<file path="src/rtl/assert_macros.svh">
// ----------------------------------------------------------------------------
// Assertion macros
// Clocked assertion helpers shared by the sprite pixel core RTL.
// ----------------------------------------------------------------------------
`ifndef ASSERT_MACROS_SVH
`define ASSERT_MACROS_SVH
`ifndef ASSERT_OFF
// prop must hold at every clock edge outside reset
`define ASSERT_AT(label, clk, rst_n, prop, msg) \
  label: assert property (@(posedge clk) disable iff (!rst_n) prop) else $error(msg);
// prop must never hold at a clock edge outside reset
`define ASSERT_NEVER_AT(label, clk, rst_n, prop, msg) \
  label: assert property (@(posedge clk) disable iff (!rst_n) !(prop)) else $error(msg);
`else
`define ASSERT_AT(label, clk, rst_n, prop, msg)
`define ASSERT_NEVER_AT(label, clk, rst_n, prop, msg)
`endif
`endif

</file>
<file path="src/rtl/aspb_pkg.sv">
// ----------------------------------------------------------------------------
// aspb_pkg
// Types and constants of the affine sprite pixel blend unit.
// ----------------------------------------------------------------------------
`default_nettype none

package aspb_pkg;

  localparam int COEF_W      = 64;
  localparam int HALF_W      = COEF_W / 2;
  localparam int SIZE_W      = 13;
  localparam int TEX_W       = 12;
  localparam int DEST_W      = 16;
  localparam int PIX_W       = 16;
  localparam int CH_W        = 8;
  localparam int QUEUE_DEPTH = 4;
  localparam int QUEUE_PTR_W = $clog2(QUEUE_DEPTH);
  localparam int QUEUE_CNT_W = $clog2(QUEUE_DEPTH + 1);

  localparam logic [SIZE_W-1:0] SIZE_LIMIT = 13'd4096;
  localparam logic [CH_W-1:0]   ALPHA_MAX  = 8'd255;
  localparam logic [15:0]       ROUND_BIAS = 16'd127;

  typedef enum logic {
    OP_MAP   = 1'b0,
    OP_BLEND = 1'b1
  } aspb_op_e;

  typedef enum logic [2:0] {
    REG_INV_XX        = 3'd0,
    REG_INV_YX        = 3'd1,
    REG_INV_XY        = 3'd2,
    REG_INV_YY        = 3'd3,
    REG_U_ORIGIN      = 3'd4,
    REG_V_ORIGIN      = 3'd5,
    REG_SPRITE_WIDTH  = 3'd6,
    REG_SPRITE_HEIGHT = 3'd7
  } aspb_reg_e;

  typedef struct packed {
    logic              func;
    logic [DEST_W-1:0] dest_x;
    logic [DEST_W-1:0] dest_y;
    logic [CH_W-1:0]   texel_red;
    logic [CH_W-1:0]   texel_green;
    logic [CH_W-1:0]   texel_blue;
    logic [CH_W-1:0]   texel_alpha;
    logic [PIX_W-1:0]  old_pixel;
  } aspb_in_t;

  typedef struct packed {
    logic             hit;
    logic [TEX_W-1:0] tex_u;
    logic [TEX_W-1:0] tex_v;
    logic [PIX_W-1:0] new_pixel;
    logic             write_pixel;
  } aspb_out_t;

  // Classified word handed from the front end to the execution pipeline
  typedef struct packed {
    aspb_op_e          op;
    logic [DEST_W-1:0] x;
    logic [DEST_W-1:0] y;
    logic [4:0]        src_r;
    logic [5:0]        src_g;
    logic [4:0]        src_b;
    logic [4:0]        dst_r;
    logic [5:0]        dst_g;
    logic [4:0]        dst_b;
    logic [CH_W-1:0]   alpha;
    logic [CH_W-1:0]   inv_alpha;
  } aspb_cmd_t;

  typedef struct packed {
    logic signed [COEF_W-1:0] inv_xx;
    logic signed [COEF_W-1:0] inv_yx;
    logic signed [COEF_W-1:0] inv_xy;
    logic signed [COEF_W-1:0] inv_yy;
    logic signed [COEF_W-1:0] u_origin;
    logic signed [COEF_W-1:0] v_origin;
    logic [SIZE_W-1:0]        width_lim;
    logic [SIZE_W-1:0]        height_lim;
  } aspb_cfg_t;

endpackage

`default_nettype wire

</file>
<file path="src/rtl/aspb_front.sv">
// ----------------------------------------------------------------------------
// aspb_front
// Input stage: accept a word, decode its operation and split the channels.
// ----------------------------------------------------------------------------
`default_nettype none

module aspb_front import aspb_pkg::*; (
  input  wire logic      clk_i,
  input  wire logic      rst_ni,
  input  wire logic      in_valid_i,
  output      logic      in_stall_o,
  input  wire aspb_in_t  in_data_i,
  input  wire logic      q_full_i,
  output      logic      q_push_o,
  output      aspb_cmd_t q_data_o
);

  logic      valid_q, valid_d;
  aspb_cmd_t cmd_q, cmd_d;
  logic      take;

  assign in_stall_o = valid_q && q_full_i;
  assign q_push_o   = valid_q && !q_full_i;
  assign q_data_o   = cmd_q;
  assign take       = in_valid_i && !in_stall_o;

  always_comb begin
    cmd_d.op        = in_data_i.func ? OP_BLEND : OP_MAP;
    cmd_d.x         = in_data_i.dest_x;
    cmd_d.y         = in_data_i.dest_y;
    cmd_d.src_r     = in_data_i.texel_red[7:3];
    cmd_d.src_g     = in_data_i.texel_green[7:2];
    cmd_d.src_b     = in_data_i.texel_blue[7:3];
    cmd_d.dst_r     = in_data_i.old_pixel[15:11];
    cmd_d.dst_g     = in_data_i.old_pixel[10:5];
    cmd_d.dst_b     = in_data_i.old_pixel[4:0];
    cmd_d.alpha     = in_data_i.texel_alpha;
    cmd_d.inv_alpha = ALPHA_MAX - in_data_i.texel_alpha;
  end

  always_comb begin
    valid_d = valid_q;
    if (take) begin
      valid_d = 1'b1;
    end else if (q_push_o) begin
      valid_d = 1'b0;
    end
  end

  always_ff @(posedge clk_i or negedge rst_ni) begin
    if (!rst_ni) begin
      valid_q <= 1'b0;
    end else begin
      valid_q <= valid_d;
    end
  end

  always_ff @(posedge clk_i) begin
    if (take) begin
      cmd_q <= cmd_d;
    end
  end

endmodule

`default_nettype wire

</file>
<file path="config.mk">
export PLATFORM = sky130hd
export DESIGN_NAME = aspb_front
export DESIGN_NICKNAME = d
export VERILOG_FILES = /design/src/rtl/assert_macros.svh /design/src/rtl/aspb_pkg.sv /design/src/rtl/aspb_front.sv
export SDC_FILE = /design/constraint.sdc
export NUM_CORES = 1
export LEC_CHECK = 0
export BUFFER_PORTS_ARGS = -buffer_cell sky130_fd_sc_hd__buf_2
export CORE_MARGIN = 8
export CORE_UTILIZATION = 44
export DETAILED_ROUTE_END_ITERATION = 16
export PLACE_DENSITY = 0.94
export SLEW_MARGIN = 20
export SYNTH_ARGS = -nofsm -noshare
export SYNTH_HDL_FRONTEND = slang
export SYNTH_SLANG_ARGS = --single-unit
</file>
<file path="constraint.sdc">
create_clock -name clk_i -period 20.1 [get_ports clk_i]
set_input_delay 4.02 -clock clk_i [delete_from_list [all_inputs] [get_ports clk_i]]
set_output_delay 4.02 -clock clk_i [all_outputs]
set_load 0.02 [all_outputs]
</file>
==> results of run 1 <==
==> per-layer routing <==
metal	vias up	share of wire
li1	703	-
met1	689	0.35
met2	88	0.52
met3	13	0.11
met4	2	0.018
met5	-	0.0022
==> critical path, stage by stage <==
cell	delay, ns
buf_2	0.13
nor2b_1	0.11
buf_2	0.18
==> logic make-up after synthesis <==
family | count (synthesis)
simple gates | 2
compound gates | 2
buf+inv | 8
flops | 82
==> metrics by stage <==
| stage | worst slack (ns) | std cells | power (mW) |
|---|---|---|---|
| finish | 11.64 | 342 | 0.342 |
| global route | 11.61 | 342 | 0.355 |
| CTS | 11.63 | 341 | 0.346 |
| detailed placement | 11.64 | 326 | 0.239 |
| global placement | 11.65 | 326 | 0.238 |
| floorplan | 9.55 | 94 | 0.223 |
==> power by group through the flow <==
stage                     combinational (mW)  sequential (mW)  clock [mW]
after global placement                0.0331            0.205           0
final                                 0.0343            0.201       0.107
after detailed placement              0.0340            0.205           0
after floorplan                      0.00392            0.219           0
after global routing                  0.0367            0.202       0.116
after CTS                             0.0341            0.202       0.110
==> layout make-up <==
| type | count | share of cell area |
|---|---|---|
| Sequential cell | 82 | 0.678 |
| Timing Repair Buffer | 161 | 0.229 |
| Clock buffer | 11 | 0.0363 |
| Tap cell | 72 | 0.0249 |
| Clock inverter | 4 | 0.0121 |
| Multi-Input combinational cell | 4 | 0.0107 |
| Inverter | 8 | 0.00829 |
==> synth_stat cells, drive strengths merged <==
master / instances / area, sq um
a21boi: 1 / 7.51
a21o: 1 / 7.51
and2: 1 / 6.26
dfrtp: 1 / 25.0
edfxtp: 81 / 2430
inv: 8 / 30.0
nor2b: 1 / 6.26
==> state kept, by name (all words and copies together) (netlist names) <==
name      count
q_data_o     81
valid_q       1
==> worst max-delay path by stage <==
stage,startpoint,to,cells past startpoint
after CTS,q_full_i,q_push_o,3
final,q_full_i,q_push_o,3
after global placement,q_full_i,in_stall_o,3
after detailed placement,q_full_i,q_push_o,3
after global routing,q_full_i,q_push_o,3
after floorplan,in_valid_i,q_data_o[0],1
==> cell usage in the layout (no fill, tap or decap), types with 2 or more instances in the layout <==
cell      count
buf_2       159
clkbuf_1      2
clkbuf_8      9
clkinv_2      2
edfxtp_1     81
inv_1         8
==> impl_results.html, run 1 <==
<table>
<tr><th>Metric</th><th>Value</th></tr>
<tr><th colspan="2">Outcome</th></tr>
<tr><td>Result of the run</td><td>completed</td></tr>
<tr><th colspan="2">Synthesis</th></tr>
<tr><td>Adder-Cell Fraction of Synth Area</td><td>0</td></tr>
<tr><td>Post-Syn Area per Cell</td><td>26.8 sq um</td></tr>
<tr><td>Number of synthesis warnings</td><td>0</td></tr>
<tr><td>Area fraction in and, or, nand and nor cells after synthesis</td><td>0.00498</td></tr>
<tr><td>Number of flip-flops and latches in the synthesized netlist</td><td>between 80 and 90</td></tr>
<tr><td>Synthesized cell area</td><td>0.00251 sq mm</td></tr>
<tr><td>Post-synthesis sequential area ratio</td><td>0.977</td></tr>
<tr><td>Synthesized netlist net count</td><td>179</td></tr>
<tr><td>Parity-gate share of the synthesized area counting xor and xnor cells</td><td>0</td></tr>
<tr><td>Multiplexer fraction of the synthesized cell area</td><td>0</td></tr>
<tr><td>Fraction of the mapped netlist area in compound gates</td><td>0.00597</td></tr>
<tr><td>Post-Syn Instances</td><td>94</td></tr>
<tr><td>Library cells used by synthesis</td><td>7</td></tr>
<tr><td>Dominant combinational cell family by area after synthesis</td><td>buffers and inverters</td></tr>
<tr><th colspan="2">Placement</th></tr>
<tr><td>Final weighted congestion in routability-driven placement</td><td>between 0.7 and 0.8</td></tr>
<tr><td>Total half-perimeter wirelength after legalization and detailed placement</td><td>~4.7 mm</td></tr>
<tr><td>Total of buffers placed on input and output ports</td><td>159</td></tr>
<tr><td>Cell area reported after detailed placement</td><td>0.00342 sq mm</td></tr>
<tr><th colspan="2">Min path</th></tr>
<tr><td>Kind of path behind the tightest hold check</td><td>reg -&gt; reg</td></tr>
<tr><td>Cell depth of the worst hold path</td><td>1</td></tr>
<tr><td>Worst-case hold path end point</td><td>valid_q</td></tr>
<tr><td>Worst hold path startpoint</td><td>valid_q</td></tr>
<tr><th colspan="2">Final layout</th></tr>
<tr><td>Net count reported at finish</td><td>351</td></tr>
<tr><td>Final standard cell utilization of the core</td><td>0.658</td></tr>
<tr><td>Count of fill cells added during filler insertion</td><td>375</td></tr>
<tr><td>Finished Cell Area</td><td>0.00362 sq mm</td></tr>
<tr><td>Diode count</td><td>0</td></tr>
<tr><td>Total area of multi-input combinational cells</td><td>38.8 sq um</td></tr>
<tr><td>Area taken by flip-flops and latches</td><td>between 0.002 and 0.0025 sq mm</td></tr>
<tr><td>Layout overhead on the synthesized area</td><td>44.0%</td></tr>
<tr><td>Share of cells above drive strength 1</td><td>0.644</td></tr>
<tr><th colspan="2">Floorplan</th></tr>
<tr><td>Die footprint</td><td>roughly 0.0084 sq mm</td></tr>
<tr><td>Starting density of the core</td><td>0.457</td></tr>
<tr><td>Die Height</td><td>91.6 um</td></tr>
<tr><td>Count of boundary I/O pins</td><td>168</td></tr>
<tr><td>Horiz. Die Dim</td><td>between 90 and 100 um</td></tr>
<tr><td>Placeable core region</td><td>between 0.005 and 0.006 sq mm</td></tr>
<tr><td>Std-Cell Rows</td><td>27</td></tr>
<tr><th colspan="2">STA</th></tr>
<tr><td>Clock period minus final worst setup slack</td><td>8.46 ns</td></tr>
<tr><td>Upper clock frequency limit</td><td>between 0.1 and 0.15 GHz</td></tr>
<tr><td>Final Setup Violations</td><td>0</td></tr>
<tr><td>Final hold slack</td><td>0.599 ns</td></tr>
<tr><td>Worst Tran Pin Value</td><td>0.639 ns</td></tr>
<tr><td>Setup repair after global routing missed its margin</td><td>no</td></tr>
<tr><td>Total count of max-transition violations in the final report</td><td>0</td></tr>
<tr><td>Slew HR</td><td>0.573</td></tr>
<tr><td>Number of hold-slack violations in the final timing report</td><td>0</td></tr>
<tr><td>Final Skew</td><td>about 0.0053 ns</td></tr>
<tr><td>Total negative slack for setup checks</td><td>0 ns</td></tr>
<tr><td>Portion of the clock cycle consumed by the worst path in the final layout</td><td>0.421</td></tr>
<tr><th colspan="2">Global routing</th></tr>
<tr><td>GRT Resource Usage Total</td><td>0.137</td></tr>
<tr><td>Maximum number of pins on one net before global-route repair</td><td>between 40 and 50</td></tr>
<tr><td>Global-route track usage on met3</td><td>0.0724</td></tr>
<tr><td>Antenna violations before repair</td><td>1</td></tr>
<tr><td>Global-route wire length before repair</td><td>around 8.7 mm</td></tr>
<tr><td>Met1 Use GR</td><td>0.131</td></tr>
<tr><td>Global routing met2 resource utilization</td><td>0.235</td></tr>
<tr><td>Total global routing overflow</td><td>0</td></tr>
<tr><td>Global routing's busiest layer</td><td>met2</td></tr>
<tr><td>Number of global-route vias before repair</td><td>1671</td></tr>
<tr><th colspan="2">Worst setup path</th></tr>
<tr><td>Worst path arrival time</td><td>4.44 ns</td></tr>
<tr><td>Setup crit end kind</td><td>output pin</td></tr>
<tr><td>CP max FO</td><td>4</td></tr>
<tr><td>Worst EP required</td><td>16.08 ns</td></tr>
<tr><td>Depth of the worst register-to-register path</td><td>3</td></tr>
<tr><td>Worst setup path class</td><td>in -&gt; out</td></tr>
<tr><td>Start of the worst register-to-register path</td><td>valid_q</td></tr>
<tr><td>Critical path launch point type</td><td>input pin</td></tr>
<tr><td>Flop2flop setup slack</td><td>18.03 ns</td></tr>
<tr><td>Critical R2R Capture</td><td>q_data_o[17]</td></tr>
<tr><th colspan="2">Clocking</th></tr>
<tr><td>Clk root buf</td><td>clkbuf_8</td></tr>
<tr><td>Clock latency on the worst-skew pair</td><td>0.32 ns</td></tr>
<tr><td>Number of buffers inserted for hold repair after clock tree synthesis</td><td>0</td></tr>
<tr><td>Number of clock buffers inserted by TritonCTS</td><td>9</td></tr>
<tr><td>Total number of clock tree sinks</td><td>82</td></tr>
<tr><td>Post-CTS Setup Repair Bufs</td><td>0</td></tr>
<tr><td>Htree depth</td><td>3</td></tr>
<tr><td>Bufs on Longest Clock Path</td><td>2</td></tr>
<tr><td>TritonCTS clock tree</td><td>yes</td></tr>
<tr><td>Clock slew at the register clock pins of the worst setup and hold paths</td><td>0.07 ns</td></tr>
<tr><td>Number of instances resized during post-cts repair</td><td>0</td></tr>
<tr><th colspan="2">Flow run</th></tr>
<tr><td>Max-cap violations</td><td>0</td></tr>
<tr><th colspan="2">Power and ir drop</th></tr>
<tr><td>Cell Int Power</td><td>268 uW</td></tr>
<tr><td>Pwr/cell area</td><td>94.5 mW/mm^2</td></tr>
<tr><td>Combinational power share</td><td>0.100</td></tr>
<tr><td>Largest vdd supply drop</td><td>0.0534 mV</td></tr>
<tr><td>Cell leakage power</td><td>1.58 nW</td></tr>
<tr><td>Switch share</td><td>0.218</td></tr>
<tr><td>Clock power share</td><td>0.312</td></tr>
<tr><td>Switching power summed over all nets</td><td>74.7 uW</td></tr>
<tr><td>Share of power burned in registers</td><td>0.588</td></tr>
<tr><th colspan="2">Route</th></tr>
<tr><td>ANT nets after route</td><td>0</td></tr>
<tr><td>Residual DRC</td><td>0</td></tr>
<tr><td>Routed vias</td><td>1495</td></tr>
<tr><td>Routed wire per std cell</td><td>17.2 um</td></tr>
<tr><td>Count of routing violations after the opening detailed-route iteration</td><td>68</td></tr>
<tr><td>Average via count per standard cell</td><td>about 4.4</td></tr>
<tr><td>First-pass iteration count of the detailed router</td><td>4</td></tr>
<tr><td>Overall routed net length</td><td>5.87 mm</td></tr>
</table>
Power figures use the tool's default switching activity.
==> run 2: changes to the inputs <==
- CORE_UTILIZATION: 44 -> 41
- PLACE_DENSITY: 0.94 -> 0.89
- clock period: 20.1 -> 8.2 ns (I/O delays scaled with it)
==> run 2 against run 1 <==
Register-to-register slack got worse by 12 ns; non-clock buffer count did not move; wire length rose by 3.1%; clock-buffer cell count fell by 2; largest cell class unchanged.
==> impl_results.html, run 2 (synthesis results as in run 1) <==
<table>
<tr><th>Metric</th><th>Value</th></tr>
<tr><th colspan="2">Outcome</th></tr>
<tr><td>Result of the run</td><td>completed (unchanged)</td></tr>
<tr><th colspan="2">Global routing</th></tr>
<tr><td>GRT Resource Usage Total</td><td>0.135 (was 0.137)</td></tr>
<tr><td>Antenna violations before repair</td><td>0 (was 1)</td></tr>
<tr><td>Global-route wire length before repair</td><td>8.80 mm (was 8.74 mm)</td></tr>
<tr><td>Maximum number of pins on one net before global-route repair</td><td>44 (was 43)</td></tr>
<tr><td>Total global routing overflow</td><td>0 (unchanged)</td></tr>
<tr><td>Number of global-route vias before repair</td><td>1714 (was 1671)</td></tr>
<tr><th colspan="2">Placement</th></tr>
<tr><td>Total of buffers placed on input and output ports</td><td>159 (unchanged)</td></tr>
<tr><td>Cell total after placement</td><td>329 (was 326)</td></tr>
<tr><td>Total half-perimeter wirelength after legalization and detailed placement</td><td>4.84 mm (was 4.70 mm)</td></tr>
<tr><td>Cell area reported after detailed placement</td><td>0.00342 sq mm (about the same)</td></tr>
<tr><td>Final weighted congestion in routability-driven placement</td><td>0.686 (was 0.704)</td></tr>
<tr><th colspan="2">STA</th></tr>
<tr><td>Final Skew</td><td>0.00811 ns (was 0.00532 ns)</td></tr>
<tr><td>Upper clock frequency limit</td><td>roughly 0.27 GHz</td></tr>
<tr><td>Final Setup Violations</td><td>0 (unchanged)</td></tr>
<tr><td>Total negative slack for setup checks</td><td>0 ns (unchanged)</td></tr>
<tr><td>Slew HR</td><td>0.589 (was 0.573)</td></tr>
<tr><td>Number of hold-slack violations in the final timing report</td><td>0 (unchanged)</td></tr>
<tr><td>Portion of the clock cycle consumed by the worst path in the final layout</td><td>0.451</td></tr>
<tr><td>Total count of max-transition violations in the final report</td><td>0 (unchanged)</td></tr>
<tr><td>Setup repair after global routing missed its margin</td><td>no (unchanged)</td></tr>
<tr><td>Clock period minus final worst setup slack</td><td>3.70 ns</td></tr>
<tr><td>Worst Tran Pin Value</td><td>0.615 ns (was 0.639 ns)</td></tr>
<tr><th colspan="2">Clocking</th></tr>
<tr><td>Number of clock buffers inserted by TritonCTS</td><td>9 (unchanged)</td></tr>
<tr><td>Number of instances resized during post-cts repair</td><td>0 (unchanged)</td></tr>
<tr><td>TritonCTS clock tree</td><td>yes (unchanged)</td></tr>
<tr><td>Post-CTS Setup Repair Bufs</td><td>0 (unchanged)</td></tr>
<tr><td>Clk root buf</td><td>clkbuf_8 (unchanged)</td></tr>
<tr><td>Htree depth</td><td>3 (unchanged)</td></tr>
<tr><td>Total number of clock tree sinks</td><td>82 (unchanged)</td></tr>
<tr><td>Bufs on Longest Clock Path</td><td>2 (unchanged)</td></tr>
<tr><td>Clock slew at the register clock pins of the worst setup and hold paths</td><td>0.08 ns (was 0.07 ns)</td></tr>
<tr><td>Number of buffers inserted for hold repair after clock tree synthesis</td><td>0 (unchanged)</td></tr>
<tr><td>Clock latency on the worst-skew pair</td><td>0.34 ns (was 0.32 ns)</td></tr>
<tr><th colspan="2">Route</th></tr>
<tr><td>Wire length on met3</td><td>788 um (was 619 um)</td></tr>
<tr><td>Overall routed net length</td><td>6.06 mm (was 5.87 mm)</td></tr>
<tr><td>Highest metal layer with signal wires</td><td>met4 (was met5)</td></tr>
<tr><td>Amount of wire on met2 after detailed routing</td><td>3.13 mm (was 3.08 mm)</td></tr>
<tr><td>Routed wire per std cell</td><td>17.5 um (was 17.2 um)</td></tr>
<tr><td>Wire length the detailed router placed on met1</td><td>2.06 mm (about the same)</td></tr>
<tr><td>Average via count per standard cell</td><td>4.37 (about the same)</td></tr>
<tr><td>Routed vias</td><td>1513 (was 1495)</td></tr>
<tr><td>Count of routing violations after the opening detailed-route iteration</td><td>59 (was 68)</td></tr>
<tr><td>Residual DRC</td><td>0 (unchanged)</td></tr>
<tr><td>ANT nets after route</td><td>0 (unchanged)</td></tr>
<tr><td>First-pass iteration count of the detailed router</td><td>4 (unchanged)</td></tr>
<tr><th colspan="2">Worst setup path</th></tr>
<tr><td>Flop2flop setup slack</td><td>6.12 ns (was 18.03 ns)</td></tr>
<tr><td>Worst path arrival time</td><td>2.06 ns (was 4.44 ns)</td></tr>
<tr><td>Cells traversed along the worst timing path</td><td>buf_2, and2_1, buf_2 (was buf_2, nor2b_1, buf_2)</td></tr>
<tr><td>Depth of the worst register-to-register path</td><td>3 (unchanged)</td></tr>
<tr><td>Start of the worst register-to-register path</td><td>valid_q (unchanged)</td></tr>
<tr><td>Critical path's slowest cell</td><td>buf_2 (unchanged)</td></tr>
<tr><td>Critical path launch point type</td><td>input pin (unchanged)</td></tr>
<tr><td>Critical R2R Capture</td><td>q_data_o[43] (was q_data_o[17])</td></tr>
<tr><td>CP max FO</td><td>4 (unchanged)</td></tr>
<tr><td>Worst EP required</td><td>6.56 ns (was 16.08 ns)</td></tr>
<tr><td>Cell occurring most often along the worst timing path</td><td>buf_2 (unchanged)</td></tr>
<tr><td>Worst setup path class</td><td>in -&gt; out (unchanged)</td></tr>
<tr><td>Setup crit end kind</td><td>output pin (unchanged)</td></tr>
<tr><td>Maximum cell stage delay along the critical path</td><td>0.15 ns (was 0.18 ns)</td></tr>
<tr><th colspan="2">Final layout</th></tr>
<tr><td>Finished Cell Area</td><td>0.00367 sq mm (was 0.00362 sq mm)</td></tr>
<tr><td>Count of fill cells added during filler insertion</td><td>456 (was 375)</td></tr>
<tr><td>Number of flip-flops in the largest register</td><td>81 (unchanged)</td></tr>
<tr><td>Diode count</td><td>0 (unchanged)</td></tr>
<tr><td>Final standard cell utilization of the core</td><td>0.619 (was 0.658)</td></tr>
<tr><td>Post-route insts no fill</td><td>346 (was 342)</td></tr>
<tr><td>Net count reported at finish</td><td>351 (unchanged)</td></tr>
<tr><td>Most common cell after layout, fill and taps aside</td><td>buf_2 (unchanged)</td></tr>
<tr><td>Layout overhead on the synthesized area</td><td>45.8% (was 44.0%)</td></tr>
<tr><td>Share of cells above drive strength 1</td><td>0.653 (was 0.644)</td></tr>
<tr><td>Commonest cells after routing, fill and taps aside</td><td>159 x buf_2, 81 x edfxtp_1, 9 x clkbuf_8 (unchanged)</td></tr>
<tr><th colspan="2">Floorplan</th></tr>
<tr><td>Die Height</td><td>94.3 um (was 91.6 um)</td></tr>
<tr><td>Starting density of the core</td><td>0.425 (was 0.457)</td></tr>
<tr><td>Horiz. Die Dim</td><td>94.3 um (was 91.6 um)</td></tr>
<tr><td>Die footprint</td><td>0.00890 sq mm (was 0.00839 sq mm)</td></tr>
<tr><td>Count of boundary I/O pins</td><td>168 (unchanged)</td></tr>
<tr><td>Std-Cell Rows</td><td>28 (was 27)</td></tr>
<tr><td>Placeable core region</td><td>0.00592 sq mm (was 0.00551 sq mm)</td></tr>
<tr><th colspan="2">Min path</th></tr>
<tr><td>Worst hold path startpoint</td><td>valid_q (unchanged)</td></tr>
<tr><td>Cell depth of the worst hold path</td><td>1 (unchanged)</td></tr>
<tr><td>Kind of path behind the tightest hold check</td><td>reg -&gt; reg (unchanged)</td></tr>
<tr><td>Worst-case hold path end point</td><td>valid_q (unchanged)</td></tr>
<tr><th colspan="2">Power and ir drop</th></tr>
<tr><td>Pwr/cell area</td><td>241 mW/mm^2 (was 94.5 mW/mm^2)</td></tr>
<tr><td>Power consumption</td><td>885 uW (was 342 uW)</td></tr>
<tr><td>Cell leakage power</td><td>1.59 nW (was 1.58 nW)</td></tr>
<tr><td>Largest vdd supply drop</td><td>0.145 mV (was 0.0534 mV)</td></tr>
<tr><th colspan="2">Flow run</th></tr>
<tr><td>Max-cap violations</td><td>0 (unchanged)</td></tr>
</table>
-- run 2: routing by layer --
| metal | GRT usage | up-vias |
|---|---|---|
| met2 | 0.229 | 90 |
| met1 | 0.124 | 703 |
| met4 | 0.0740 | 0 |
| met5 | 0 | - |
| met3 | 0.0799 | 9 |
| li1 | - | 711 |
-- run 2: area by class of cell --
class,instances,area [sq um],area share
Sequential cell,82,2460,0.670
Timing Repair Buffer,161,831,0.227
Clock buffer,9,124,0.0338
Tap cell,75,93.8,0.0256
Clock inverter,7,92.6,0.0252
Multi-Input combinational cell,4,38.8,0.0106
Inverter,8,30.0,0.00819
-- run 2: critical path, delay by kind of cell --
kind	cells	cell delay, ns
buffers and inverters	2	0.28
AND/OR/NAND/NOR	1	0.13
-- run 2: how the worst max path moves through the flow --
stage / start / to / slack [ns] / cells past startpoint
6_report: q_full_i / in_stall_o / 4.50 / 3
5_1_grt: q_full_i / in_stall_o / 4.49 / 3
4_1_cts: q_full_i / in_stall_o / 4.50 / 3
3_5_place_dp: q_full_i / q_data_o[40] / 4.44 / 3
3_3_place_gp: q_full_i / in_stall_o / 4.50 / 3
2_1_floorplan: in_valid_i / q_data_o[0] / 0.03 / 1
-- run 2: where the power goes --
group | internal [mW] | switching [mW] | leakage, nW
Combinational | 0.0302 | 0.0539 | 0.705
Clock | 0.171 | 0.137 | 0.103
Sequential | 0.488 | 0.00534 | 0.782
Total | 0.689 | 0.196 | 1.59
-- run 2: metrics by stage --
step | worst slack, ns | hold slack, ns
6_report | 4.50 | 0.619
5_1_grt | 4.49 | 0.657
4_1_cts | 4.50 | 0.611
3_5_place_dp | 4.44 | 0.585
3_3_place_gp | 4.50 | 0.568
2_1_floorplan | 0.0271 | 0.476
