$ cat config.mk
export PLATFORM = sky130hd
export DESIGN_NAME = aspb_queue
export DESIGN_NICKNAME = d
export VERILOG_FILES = /design/src/rtl/aspb_pkg.sv /design/src/rtl/aspb_queue.sv
export VERILOG_INCLUDE_DIRS = /design/src /design/src/rtl
export SDC_FILE = /design/constraint.sdc
export NUM_CORES = 1
export LEC_CHECK = 0
export ABC_AREA = 1
export BUFFER_PORTS_ARGS = -buffer_cell sky130_fd_sc_hd__buf_2
export CAP_MARGIN = 20
export CORE_MARGIN = 2
export CORE_UTILIZATION = 45
export DETAILED_ROUTE_END_ITERATION = 6
export GPL_TIMING_DRIVEN = 0
export MAX_ROUTING_LAYER = met4
export PLACE_DENSITY_LB_ADDON = 0.3
export SLEW_MARGIN = 30
export SYNTH_ARGS = -nofsm -noshare
export SYNTH_HDL_FRONTEND = slang
export SYNTH_SLANG_ARGS = --single-unit
$ cat constraint.sdc
create_clock -name clk_i -period 11.1 [get_ports clk_i]
set_clock_uncertainty 0.2 [all_clocks]
set_input_delay 1.665 -clock clk_i [delete_from_list [all_inputs] [get_ports clk_i]]
set_output_delay 1.665 -clock clk_i [all_outputs]
set_load 0.03 [all_outputs]
$ cat src/rtl/assert_macros.svh
// ----------------------------------------------------------------------------
// Assertion macros
// Clocked assertion helpers shared by the sprite pixel core RTL.
// ----------------------------------------------------------------------------
`ifndef ASSERT_MACROS_SVH
`define ASSERT_MACROS_SVH
`ifndef ASSERT_OFF
// prop must hold at every clock edge outside reset
`define ASSERT_AT(label, clk, rst_n, prop, msg) \
  label: assert property (@(posedge clk) disable iff (!rst_n) prop) else $error(msg);
// prop must never hold at a clock edge outside reset
`define ASSERT_NEVER_AT(label, clk, rst_n, prop, msg) \
  label: assert property (@(posedge clk) disable iff (!rst_n) !(prop)) else $error(msg);
`else
`define ASSERT_AT(label, clk, rst_n, prop, msg)
`define ASSERT_NEVER_AT(label, clk, rst_n, prop, msg)
`endif
`endif

$ cat src/rtl/aspb_pkg.sv
// ----------------------------------------------------------------------------
// aspb_pkg
// Types and constants of the affine sprite pixel blend unit.
// ----------------------------------------------------------------------------
`default_nettype none

package aspb_pkg;

  localparam int COEF_W      = 64;
  localparam int HALF_W      = COEF_W / 2;
  localparam int SIZE_W      = 13;
  localparam int TEX_W       = 12;
  localparam int DEST_W      = 16;
  localparam int PIX_W       = 16;
  localparam int CH_W        = 8;
  localparam int QUEUE_DEPTH = 4;
  localparam int QUEUE_PTR_W = $clog2(QUEUE_DEPTH);
  localparam int QUEUE_CNT_W = $clog2(QUEUE_DEPTH + 1);

  localparam logic [SIZE_W-1:0] SIZE_LIMIT = 13'd4096;
  localparam logic [CH_W-1:0]   ALPHA_MAX  = 8'd255;
  localparam logic [15:0]       ROUND_BIAS = 16'd127;

  typedef enum logic {
    OP_MAP   = 1'b0,
    OP_BLEND = 1'b1
  } aspb_op_e;

  typedef enum logic [2:0] {
    REG_INV_XX        = 3'd0,
    REG_INV_YX        = 3'd1,
    REG_INV_XY        = 3'd2,
    REG_INV_YY        = 3'd3,
    REG_U_ORIGIN      = 3'd4,
    REG_V_ORIGIN      = 3'd5,
    REG_SPRITE_WIDTH  = 3'd6,
    REG_SPRITE_HEIGHT = 3'd7
  } aspb_reg_e;

  typedef struct packed {
    logic              func;
    logic [DEST_W-1:0] dest_x;
    logic [DEST_W-1:0] dest_y;
    logic [CH_W-1:0]   texel_red;
    logic [CH_W-1:0]   texel_green;
    logic [CH_W-1:0]   texel_blue;
    logic [CH_W-1:0]   texel_alpha;
    logic [PIX_W-1:0]  old_pixel;
  } aspb_in_t;

  typedef struct packed {
    logic             hit;
    logic [TEX_W-1:0] tex_u;
    logic [TEX_W-1:0] tex_v;
    logic [PIX_W-1:0] new_pixel;
    logic             write_pixel;
  } aspb_out_t;

  // Classified word handed from the front end to the execution pipeline
  typedef struct packed {
    aspb_op_e          op;
    logic [DEST_W-1:0] x;
    logic [DEST_W-1:0] y;
    logic [4:0]        src_r;
    logic [5:0]        src_g;
    logic [4:0]        src_b;
    logic [4:0]        dst_r;
    logic [5:0]        dst_g;
    logic [4:0]        dst_b;
    logic [CH_W-1:0]   alpha;
    logic [CH_W-1:0]   inv_alpha;
  } aspb_cmd_t;

  typedef struct packed {
    logic signed [COEF_W-1:0] inv_xx;
    logic signed [COEF_W-1:0] inv_yx;
    logic signed [COEF_W-1:0] inv_xy;
    logic signed [COEF_W-1:0] inv_yy;
    logic signed [COEF_W-1:0] u_origin;
    logic signed [COEF_W-1:0] v_origin;
    logic [SIZE_W-1:0]        width_lim;
    logic [SIZE_W-1:0]        height_lim;
  } aspb_cfg_t;

endpackage

`default_nettype wire

$ cat src/rtl/aspb_queue.sv
// ----------------------------------------------------------------------------
// aspb_queue
// Short word queue between the front end and the execution pipeline.
// ----------------------------------------------------------------------------
`default_nettype none
`include "assert_macros.svh"

module aspb_queue import aspb_pkg::*; (
  input  wire logic      clk_i,
  input  wire logic      rst_ni,
  input  wire logic      push_i,
  input  wire aspb_cmd_t push_data_i,
  output      logic      full_o,
  input  wire logic      pop_i,
  output      logic      valid_o,
  output      aspb_cmd_t pop_data_o
);

  aspb_cmd_t              mem_q [QUEUE_DEPTH];
  logic [QUEUE_PTR_W-1:0] wr_q, rd_q;
  logic [QUEUE_CNT_W-1:0] count_q, count_d;
  logic                   push_fire, pop_fire;

  assign full_o     = (count_q == QUEUE_CNT_W'(QUEUE_DEPTH));
  assign valid_o    = (count_q != '0);
  assign push_fire  = push_i && !full_o;
  assign pop_fire   = pop_i && valid_o;
  assign pop_data_o = mem_q[rd_q];

  always_comb begin
    case ({push_fire, pop_fire})
      2'b10:   count_d = count_q + 1'b1;
      2'b01:   count_d = count_q - 1'b1;
      default: count_d = count_q;
    endcase
  end

  always_ff @(posedge clk_i or negedge rst_ni) begin
    if (!rst_ni) begin
      wr_q    <= '0;
      rd_q    <= '0;
      count_q <= '0;
    end else begin
      count_q <= count_d;
      if (push_fire) begin
        wr_q <= wr_q + 1'b1;
      end
      if (pop_fire) begin
        rd_q <= rd_q + 1'b1;
      end
    end
  end

  always_ff @(posedge clk_i) begin
    if (push_fire) begin
      mem_q[wr_q] <= push_data_i;
    end
  end

  `ASSERT_NEVER_AT(a_full_and_empty, clk_i, rst_ni, full_o && !valid_o, "queue both full and empty")
  `ASSERT_AT(a_count_up, clk_i, rst_ni, (push_fire && !pop_fire) |=> (count_q == $past(count_q) + 1'b1), "queue count missed a push")

endmodule

`default_nettype wire

==> impl_metrics.yaml, run 1 <==
die:
  floorplan.die_area_um2: 32000
  site_row_count: 64
  die_y_um: 179
  floorplan.io_pins: 168
  initial_core_utilization_pct: 45.4
  x_dimension_of_the_die_um: 179
  core_region_area_um2: 30300
sta:
  layout_setup_ws_ns: 7.05
  hold_ws_ns: 0.315
  setup-tns-final_ns: 0
  worst_slew_margin_rel_pct: 55.6
  worstMarginPinSlew_ns: 0.665
  finalSetupViolations: 0
  unrepaired_setup_endpoints_after_global_routing: "no"
  achievable-frequency_mhz: 247
  final.min_clock_period_ns: 4.05
  timing_max_transition_violations_final: 0
  hold_viol: 0
  fin_crit_sh_pct: 36.5
clock_network:
  clock_tree.root_cell: "sky130_fd_sc_hd__clkbuf_16"
  cts.hold.buffers_added: 0
  cts_buffers: 36
  insertion_delay_ns: 0.50
  cts.htree.levels: 2
  clkTransAtPathRegs_ns: 0.06
  cts-root-to-sink-buffers: 3
  postCtsSetupBuffers: 0
  post_cts_resized: 0
  clock_sink_count: 331
  cts_tree: "built"
power:
  net_switching_fraction_of_the_power_pct: 40.0
  finalPower_uw: 4900
  power_frac_comb_pct: 42.5
  p_int_uw: 2940
  clock_power_share_pct: 22.7
  irDropWorstVdd_uv: 176
  power_density_nw_per_um2: 293
  p_leak_uw: 0.00685
  share_seq_of_total_power_pct: 34.8
  power.net_switching_uw: 1960
detailed_routing:
  dr_total_vias: 8152
  drt_wl_total_mm: 29.3
  drt_first_pass_iters: 5
  ant_nets: 0
  wl_per_cell_um: 17.8
  detailedRoute.firstIterationViolations: 461
  post_route_drc_violation_count: 0
  via_cell_ratio: 4.93
global_route:
  globalRoute.totalOverflow: 0
  maximum_number_of_pins_on_one_net_before_global_route_repair: 20
  grt_use_total_pct: 19.2
  number_of_antenna_violations_at_the_first_check_in_global_routing: 3
  grt_pass1_vias: 8197
  grt_first_pass_wirelength_mm: 44.7
run_status:
  run_status: "completed"
synth:
  synth_area_um2: 13800
  synth-seq-area-share_pct: 71.9
  syn-instance-count: 1005
  mappedNetlistNets: 1096
  post_synthesis_area_per_instance_um2: 13.7
  synth.distinct_cells: 19
  synth.yosys.warnings: 0
  synth_seq_cells: 331
cells_and_area:
  number_of_non_filler_instances_in_the_completed_layout: 1653
  fin_nets: 1320
  final.fill_count: 2511
  fraction_of_layout_instances_using_a_drive_strength_above_1_pct: 29.8
  area_growth_pct: 21.5
setup_path:
  critPathRequiredTime_ns: 9.24
  worst_path_largest_cell_delay_ns: 0.53
  worst-setup-path-type: "flip-flop to output pin"
  path_cells: "inv_2, clkbuf_1, o211ai_1, nand2_1, buf_2"
  timing.critical_path.slowest_stage_cell: "sky130_fd_sc_hd__clkbuf_1"
  startpoint_type: "flip-flop"
  crit_path_max_fanout: 10
  worstPathArrival_ns: 2.19
  crit_path_start: "rd_q[1]$_DFFE_PN0P_"
  timing.rr.start: "count_q[0]$_DFFE_PN0P_"
  crit_path_end_kind: "output pin"
placed_design:
  preCtsSetupSlack_ns: 7.41
  port_buffer_count: 167
  gpl.final_weighted_congestion: 0.778
  dpl.hpwl_mm: 19.7
  dpl.cell_count: 1587
job:
  drv_cap: 0
min_path:
  min-delay-path-class: "flip-flop to flip-flop"
  min-delay-start: "count_q[2]$_DFFE_PN0P_"
## cells in the mapped netlist
cell	count	share of area [%]
sky130_fd_sc_hd__o21ai_0	1	0.036
sky130_fd_sc_hd__dfrtp_1	7	1.3
sky130_fd_sc_hd__nand4_1	1	0.045
sky130_fd_sc_hd__ha_1	5	0.45
sky130_fd_sc_hd__nand3_1	7	0.25
sky130_fd_sc_hd__nor2_1	4	0.11
sky130_fd_sc_hd__o211ai_2	99	9.0
sky130_fd_sc_hd__buf_2	14	0.51
sky130_fd_sc_hd__xnor2_1	1	0.064
sky130_fd_sc_hd__nand2_1	261	7.1
sky130_fd_sc_hd__inv_2	6	0.16
sky130_fd_sc_hd__buf_1	4	0.11
sky130_fd_sc_hd__edfxtp_1	324	71
sky130_fd_sc_hd__fa_1	1	0.15
sky130_fd_sc_hd__inv_1	172	4.7
sky130_fd_sc_hd__buf_6	17	1.4
sky130_fd_sc_hd__o211ai_1	63	3.4
sky130_fd_sc_hd__clkbuf_1	17	0.46
sky130_fd_sc_hd__buf_8	1	0.11
## power by group through the flow
stage	clock network [uW]	registers [uW]	logic [uW]
floorplan	0	1750	1380
global placement	0	1790	1970
detailed placement	0	1730	2120
CTS	1140	1710	2120
global route	1190	1720	2260
finish	1110	1700	2080
## metal layers
metal / wire length [um] / up-vias / global-route usage [%]
li1: - / 3956 / -
met1: 12400 / 3940 / 23.7
met5: 0 / - / -
met4: 464 / 0 / 4.23
met3: 1700 / 45 / 3.86
met2: 14800 / 211 / 32.7
## placed cells by master, fill, tap and decap left out
cell type	count
sky130_fd_sc_hd__nand4_1	1
sky130_fd_sc_hd__nand2_1	261
sky130_fd_sc_hd__clkbuf_1	27
sky130_fd_sc_hd__o21ai_0	1
sky130_fd_sc_hd__diode_2	3
sky130_fd_sc_hd__fa_1	1
sky130_fd_sc_hd__buf_8	4
sky130_fd_sc_hd__ha_1	5
sky130_fd_sc_hd__clkinvlp_4	2
sky130_fd_sc_hd__inv_2	6
sky130_fd_sc_hd__clkinv_1	6
sky130_fd_sc_hd__o211ai_2	99
sky130_fd_sc_hd__clkbuf_8	1
sky130_fd_sc_hd__o211ai_1	63
sky130_fd_sc_hd__dfrtp_1	7
sky130_fd_sc_hd__bufinv_16	2
sky130_fd_sc_hd__inv_1	172
sky130_fd_sc_hd__nand3_1	7
sky130_fd_sc_hd__clkbuf_16	37
sky130_fd_sc_hd__buf_16	16
sky130_fd_sc_hd__edfxtp_1	324
sky130_fd_sc_hd__nor2_4	4
sky130_fd_sc_hd__buf_1	4
sky130_fd_sc_hd__clkinv_2	3
sky130_fd_sc_hd__clkinv_4	2
sky130_fd_sc_hd__buf_6	17
sky130_fd_sc_hd__buf_2	181
sky130_fd_sc_hd__xnor2_1	1
## cell type report
| cell class | instances | area [um2] | share of cell area (%) |
|---|---|---|---|
| Clock buffer | 48 | 977 | 5.84 |
| Sequential cell | 331 | 9900 | 59.2 |
| Inverter | 178 | 668 | 3.99 |
| Timing Repair Buffer | 186 | 1320 | 7.90 |
| Clock inverter | 15 | 130 | 0.778 |
| Tap cell | 396 | 495 | 2.96 |
| Buffer | 53 | 355 | 2.12 |
| Antenna cell | 3 | 7.51 | 0.0449 |
| Multi-Input combinational cell | 443 | 2870 | 17.2 |
## state kept, by name, indices dropped and copies added (netlist names)
name	count
mem_q	324
wr_q	2
count_q	3
rd_q	2
## cells by family after synthesis
family	Yosys count	share of synthesized area, %
AND/OR/NAND/NOR	273	7.52
buffers and inverters	231	7.43
adder cells (fa/ha/maj)	6	0.600
flip-flops	331	71.9
AO/OA/AOI/OAI	163	12.5
XOR/XNOR	1	0.0636
## critical path: cells and delay by family, from the launching register on
kind	cells	cell delay, ns
buffers and inverters	3	0.97
flip-flops	1	0.39
AO/OA/AOI/OAI	1	0.18
AND/OR/NAND/NOR	1	0.13
## worst paths after layout
check                           cells after the start  slack, ns                     end
worst min register to register                      2       0.32  count_q[2]$_DFFE_PN0P_
min in group asynchronous                           1       0.78     wr_q[0]$_DFFE_PN0P_
worst min-delay path                                2       0.32  count_q[2]$_DFFE_PN0P_
max in group asynchronous                           1       9.76  count_q[1]$_DFFE_PN0P_
worst max-delay path                                5       7.05          pop_data_o[37]
worst max register to register                      7       8.53  mem_q[0][46]$_DFFE_PP_
## metrics by stage
step / area (um2) / util (%)
after floorplan: 13800 / -
after global placement: 15100 / 49.8
after detailed placement: 15600 / 51.5
after CTS: 16700 / 55.1
after global routing: 16700 / 55.1
final: 16700 / 55.1
Power figures use the tool's default switching activity.
==> run 2, diff against run 1 <==
--- a/config.mk
+++ b/config.mk
@@ -6,7 +6,7 @@
 export SDC_FILE = /design/constraint.sdc
 export NUM_CORES = 1
 export LEC_CHECK = 0
-export ABC_AREA = 1
+export ABC_AREA = 0
 export BUFFER_PORTS_ARGS = -buffer_cell sky130_fd_sc_hd__buf_2
 export CAP_MARGIN = 20
 export CORE_MARGIN = 2
==> constraint.sdc (replaced) <==
create_clock -name clk_i -period 3.5 [get_ports clk_i]
set_clock_uncertainty 0.2 [all_clocks]
set_input_delay 0.525 -clock clk_i [delete_from_list [all_inputs] [get_ports clk_i]]
set_output_delay 0.525 -clock clk_i [all_outputs]
set_load 0.03 [all_outputs]
==> run 2 against run 1 <==
  * Clock power rose to 3.1 times the previous value
  * First-iteration DRC count fell by 8.0%
  * Synthesized cell count fell by 54%
  * Worst setup slack got worse by 6.3 ns
  * Hold slack got worse by 0.27 ns
  * Flip-flop and latch count unchanged
  * Global-route usage is 3.2 points lower
  * Critical path type unchanged
  * Critical endpoint is now pop_data_o[33]
  * Largest cell class unchanged
  * Largest power group is now sequential cells
  * Highest routed layer unchanged
==> impl_metrics.yaml, run 2 <==
synth:
  ys_top_cells_by_area: "sky130_fd_sc_hd__edfxtp_1 (80%), sky130_fd_sc_hd__mux4_2 (15%), sky130_fd_sc_hd__dfrtp_1 (1.4%), sky130_fd_sc_hd__buf_6 (0.74%), sky130_fd_sc_hd__ha_1 (0.52%)"
  dominantRegCellSynth: "sky130_fd_sc_hd__edfxtp_1"
  synth.distinct_cells: 20
  yosys-top-cells-count: "sky130_fd_sc_hd__edfxtp_1 (324), sky130_fd_sc_hd__mux4_2 (81), sky130_fd_sc_hd__buf_2 (9)"
  synth.yosys.warnings: 0
  synth_top_area_share_pct: 80.3
  syn-instance-count: 460
  yosys.cell_count.top_type: "sky130_fd_sc_hd__edfxtp_1"
  synthArstFlopShare_pct: 2.11
  synth-seq-area-share_pct: 81.7
  yosys_top_cell_by_area: "sky130_fd_sc_hd__edfxtp_1"
  mappedNetlistNets: 551
  synth_area_um2: 12100
  synth_edf_count: 324
  post_synthesis_area_per_instance_um2: 26.3
  synth_seq_cells: 331
sta:
  achievable-frequency_mhz: 361
  worstMarginPinSlew_ns: 0.393
  worst_slew_margin_rel_pct: 73.7
  fin_crit_sh_pct: 79.1
  final.min_clock_period_ns: 2.77
  hold_viol: 0
  unrepaired_setup_endpoints_after_global_routing: "no"
  timing_max_transition_violations_final: 0
  hold_ws_ns: 0.0480
  setup-tns-final_ns: 0
  finalSetupViolations: 0
clock_network:
  clock_sink_count: 331
  insertion_delay_ns: 0.49
  cts.htree.levels: 2
  cts_tree: "built"
  cts-root-to-sink-buffers: 3
  clkTransAtPathRegs_ns: 0.06
  cts_buffers: 35
  clock_tree.root_cell: "sky130_fd_sc_hd__clkbuf_16"
setup_path:
  startpoint_type: "flip-flop"
  critPathRequiredTime_ns: 2.77
  worst_path_largest_cell_delay_ns: 0.37
  worstPathArrival_ns: 2.04
  cp.buffers_inverters: 3
  crit_path_end_kind: "output pin"
  timing.critical_path.mode_cell: "sky130_fd_sc_hd__buf_2"
  path_cells: "buf_2, buf_2, mux4_2, buf_2"
  crit_path_max_fanout: 10
  timing.critical_path.slowest_stage_cell: "sky130_fd_sc_hd__mux4_2"
  worst-setup-path-type: "flip-flop to output pin"
  cpLargestDelayFamily: "buffers and inverters"
die:
  x_dimension_of_the_die_um: 168
  floorplan.die_area_um2: 28300
  initial_core_utilization_pct: 45.3
  die_y_um: 168
  site_row_count: 60
  floorplan.io_pins: 168
  core_region_area_um2: 26700
cells_and_area:
  reg_top3: "mem_q: 324 flops, count_q: 3 flops"
  number_of_non_filler_instances_in_the_completed_layout: 1041
  fraction_of_layout_instances_using_a_drive_strength_above_1_pct: 47.3
  area_growth_pct: 21.1
  final_cell_mix: "sky130_fd_sc_hd__edfxtp_1 (324), sky130_fd_sc_hd__buf_2 (176), sky130_fd_sc_hd__mux4_2 (81), sky130_fd_sc_hd__clkbuf_16 (37), sky130_fd_sc_hd__buf_6 (8)"
  largest_register_ff_count: 324
  max_flop_register: "mem_q"
  post-route-util_pct: 54.9
  fin_nets: 764
  most_common_library_cell_in_the_layout_ignoring_fill_and_taps: "sky130_fd_sc_hd__edfxtp_1"
detailed_routing:
  met2WireLength_mm: 11.0
  dr_total_vias: 5416
  maxUsedRoutingLayer: "met4"
  met1Wirelength_mm: 9.15
  drt_first_pass_iters: 4
  wl_met3_mm: 1.27
  detailedRoute.firstIterationViolations: 424
  via_cell_ratio: 5.20
  post_route_drc_violation_count: 0
  ant_nets: 0
  drt_wl_total_mm: 21.8
  wl_per_cell_um: 20.9
global_route:
  number_of_antenna_violations_at_the_first_check_in_global_routing: 2
  grt_use_total_pct: 16.0
  grt_first_pass_wirelength_mm: 33.2
  maximum_number_of_pins_on_one_net_before_global_route_repair: 43
  grt_pass1_vias: 5872
  globalRoute.totalOverflow: 0
power:
  finalPower_uw: 13600
  irDropWorstVdd_uv: 586
  power_density_nw_per_um2: 924
  p_leak_uw: 0.00506
placed_design:
  dpl.hpwl_mm: 13.6
  port_buffer_count: 167
  gpl.final_weighted_congestion: 0.754
  dpl.cell_count: 976
job:
  drv_cap: 0
min_path:
  min-delay-path-class: "input port to flip-flop"
run_status:
  run_status: "completed"
-- run 2: cell count changes in the layout (fill, tap and decap cells not counted), sizes merged, moves of 4 or more --
cell / delta
buf: -29
o211ai: -162
and2: +4
nand3: -7
mux4: +81
nand2: -260
clkbuf: -19
inv: -171
-- run 2: logic make-up after synthesis --
family	count (synthesis)	share of synthesized area (%)
AO/OA/AOI/OAI	1	0.0723
AND/OR/NAND/NOR	9	0.495
XOR/XNOR	6	0.434
buffers and inverters	24	1.36
flip-flops	331	81.7
adder cells (fa/ha/maj)	6	0.681
multiplexers	83	15.2
-- run 2: report_power, final --
group	total [uW]	internal [uW]	switching (uW)
Clock	3410	2040	1370
Sequential	5410	5230	178
Combinational	4730	1770	2960
-- run 2: metal layers --
metal | vias up | track usage [%]
li1 | 2413 | -
met1 | 2826 | 20.2
met2 | 145 | 26.4
met3 | 32 | 4.16
met4 | 0 | 3.60
met5 | - | -
-- run 2: worst paths after layout --
kind | start | end | slack (ns) | cells after the start
worst max-delay path | rd_q[1]$_DFFE_PN0P_ | pop_data_o[33] | 0.73 | 4
worst min-delay path | push_data_i[10] | mem_q[2][10]$_DFFE_PP_ | 0.05 | 1
worst max register to register | count_q[0]$_DFFE_PN0P_ | count_q[2]$_DFFE_PN0P_ | 1.26 | 9
worst min register to register | count_q[2]$_DFFE_PN0P_ | count_q[2]$_DFFE_PN0P_ | 0.31 | 1
max in group asynchronous | rst_ni | count_q[2]$_DFFE_PN0P_ | 2.72 | 2
min in group asynchronous | rst_ni | count_q[1]$_DFFE_PN0P_ | 0.22 | 2
-- run 2: layout make-up --
| class | instances | area, um2 |
|---|---|---|
| Multi-Input combinational cell | 105 | 2060 |
| Antenna cell | 2 | 5.00 |
| Timing Repair Buffer | 176 | 1030 |
| Buffer | 18 | 143 |
| Tap cell | 341 | 427 |
| Sequential cell | 331 | 9900 |
| Inverter | 6 | 22.5 |
| Clock buffer | 46 | 980 |
| Clock inverter | 16 | 104 |
| Fill cell | 2007 | 12100 |
-- run 2: metrics by stage --
stage	worst slack (ns)	instance area [um2]
floorplan	0.0728	12100
global placement	-1.39	13400
detailed placement	1.22	13600
CTS	0.672	14700
global route	0.637	14700
finish	0.731	14700
-- run 2: repair_timing --
| item | 4_1_cts | 5_1_grt |
|---|---|---|
| endpoints found under the hold margin | 7 | 0 |
| buffers inserted | 0 | 0 |
| gates resized for setup | 0 | 0 |
| hold buffers | 1 | 0 |
==> run 3, diff against run 2 <==
==> constraint.sdc (replaced) <==
create_clock -name clk_i -period 2.4 [get_ports clk_i]
set_clock_uncertainty 0.2 [all_clocks]
set_input_delay 0.36 -clock clk_i [delete_from_list [all_inputs] [get_ports clk_i]]
set_output_delay 0.36 -clock clk_i [all_outputs]
set_load 0.03 [all_outputs]
==> run 3 against run 2 <==
  * The run now ends with setup timing left
  * Critical path depth is the same
  * Combinational power increased by 68%
  * Sequential power grew 46%
  * Total power increased by 55%
  * Cell count up 8.1%
  * Core utilization increased by 4.6 points
  * Sequential share of layout area down 5.2 points
  * Global-route usage up 0.86 points
  * Die area stayed put
  * Critical path type unchanged
==> impl_metrics.yaml, run 3 (synthesized netlist as in run 2, its figures left out) <==
run_status:
  run_status: "finished, violations left"
  violations: "setup timing"
cells_and_area:
  max_flop_register: "mem_q"
  multiInputGateArea_um2: 2070
  area_growth_pct: 31.2
  number_of_non_filler_instances_in_the_completed_layout: 1125
  diodes: 0
  final_cell_mix: "sky130_fd_sc_hd__edfxtp_1 (324), sky130_fd_sc_hd__buf_2 (124), sky130_fd_sc_hd__dlygate4sd3_1 (82), sky130_fd_sc_hd__mux4_2 (81), sky130_fd_sc_hd__clkbuf_16 (37)"
  seqCellArea_um2: 9910
  largest_register_ff_count: 324
  final.fill_count: 1884
  most_common_library_cell_in_the_layout_ignoring_fill_and_taps: "sky130_fd_sc_hd__edfxtp_1"
  reg_top3: "mem_q: 324 flops, count_q: 3 flops"
  fin_nets: 849
  fraction_of_layout_instances_using_a_drive_strength_above_1_pct: 43.0
min_path:
  min-delay-path-class: "input port to async pin"
setup_path:
  reg2reg_depth: 9
  timing.rr.start: "count_q[0]$_DFFE_PN0P_"
  critPathRequiredTime_ns: 1.84
  startpoint_type: "flip-flop"
  crit_path_max_fanout: 10
  timing.reg2reg.setup_slack_ns: 0.17
  path_cells: "buf_12, buf_8, mux4_2, buf_2"
  worstPathArrival_ns: 1.97
  worst_path_largest_cell_delay_ns: 0.53
  worst-setup-path-type: "flip-flop to output pin"
  crit_path_end_kind: "output pin"
  timing.rr.end: "count_q[2]$_DFFE_PN0P_"
  timing.critical_path.slowest_stage_cell: "sky130_fd_sc_hd__mux4_2"
sta:
  layout_setup_ws_ns: -0.132
  finalSetupViolations: 76
  hold_viol: 0
  hold_ws_ns: 0.0327
  fin_crit_sh_pct: 105
  worstMarginPinSlew_ns: 0.382
  worst_slew_margin_rel_pct: 74.4
  final.min_clock_period_ns: 2.53
  unrepaired_setup_endpoints_after_global_routing: "yes"
  achievable-frequency_mhz: 395
  timing_max_transition_violations_final: 0
detailed_routing:
  drt_wl_total_mm: 22.7
  dr_total_vias: 5827
  post_route_drc_violation_count: 0
  wl_per_cell_um: 20.2
  ant_nets: 0
  detailedRoute.firstIterationViolations: 392
  via_cell_ratio: 5.18
  drt_first_pass_iters: 6
power:
  p_leak_uw: 0.00556
  power_density_nw_per_um2: 1320
  irDropWorstVdd_uv: 1080
clock_network:
  cts-root-to-sink-buffers: 3
  clock_tree.root_cell: "sky130_fd_sc_hd__clkbuf_16"
  cts_tree: "built"
  cts_buffers: 34
  clkTransAtPathRegs_ns: 0.06
  cts.htree.levels: 2
  insertion_delay_ns: 0.50
  clock_sink_count: 331
die:
  die_y_um: 168
  floorplan.io_pins: 168
  x_dimension_of_the_die_um: 168
  floorplan.die_area_um2: 28300
  core_region_area_um2: 26700
  initial_core_utilization_pct: 45.3
  site_row_count: 60
placed_design:
  port_buffer_count: 167
  dpl.hpwl_mm: 13.8
  dpl.cell_count: 976
  gpl.final_weighted_congestion: 0.711
global_route:
  grt_first_pass_wirelength_mm: 35.1
  grt_pass1_vias: 6419
  maximum_number_of_pins_on_one_net_before_global_route_repair: 40
  number_of_antenna_violations_at_the_first_check_in_global_routing: 0
  globalRoute.totalOverflow: 0
  grt_use_total_pct: 16.9
job:
  drv_cap: 0
-- run 3: critical path, delay by kind of cell (launching register included) --
family	cells	cell delay, ns
buffers and inverters	3	0.57
muxes	1	0.53
DFF	1	0.38
-- run 3: repair_timing --
action	4_1_cts	5_1_grt
cloned	1	0
hold buffers	82	0
endpoints found under the hold margin	331	0
resized for setup	100	2
setup endpoints to repair	79	82
buffers inserted	4	0
-- run 3: layer usage --
layer	up-vias	wire, um	global-route usage, %
met2	173	11700	28.4
met1	3036	9110	20.5
met5	-	0	-
met4	0	490	4.69
met3	38	1440	4.28
li1	2580	-	-
-- run 3: worst max path at each step --
| stage | start | endpoint |
|---|---|---|
| floorplan | count_q[2]$_DFFE_PN0P_ | mem_q[0][0]$_DFFE_PP_ |
| global placement | count_q[2]$_DFFE_PN0P_ | mem_q[0][46]$_DFFE_PP_ |
| detailed placement | count_q[0]$_DFFE_PN0P_ | count_q[2]$_DFFE_PN0P_ |
| CTS | rd_q[0]$_DFFE_PN0P_ | pop_data_o[55] |
| global route | rd_q[0]$_DFFE_PN0P_ | pop_data_o[59] |
| finish | rd_q[0]$_DFFE_PN0P_ | pop_data_o[76] |
-- run 3: area by class of cell --
| class | instances | share of cell area (%) |
|---|---|---|
| plain buffers | 18 | 1.43 |
| clock buffers | 45 | 6.14 |
| clock inverters | 17 | 0.881 |
| inverters | 6 | 0.142 |
| multi-input cells | 105 | 13.0 |
| flip-flops and latches | 331 | 62.3 |
| well taps | 341 | 2.68 |
| repair buffers | 262 | 13.4 |
-- run 3: report_power, final --
| part | internal [uW] | total, uW | switching, uW |
|---|---|---|---|
| Clock | 3080 | 5140 | 2060 |
| Sequential | 7630 | 7900 | 269 |
| Combinational | 3450 | 7950 | 4500 |
| Total | 14200 | 21000 | 6830 |
-- run 3: stage by stage --
stage	area (um2)	util (%)	worst slack [ns]	power [uW]	setup TNS (ns)
finish	15900	59.5	-0.132	21000	-7.19
global route	15900	59.5	-0.224	21900	-14.20
CTS	15900	59.5	-0.169	21300	-10.28
detailed placement	13600	50.8	0.144	15100	0
global placement	13400	50.1	-0.895	14800	-285.11
floorplan	12100	-	-0.107	12900	-34.60
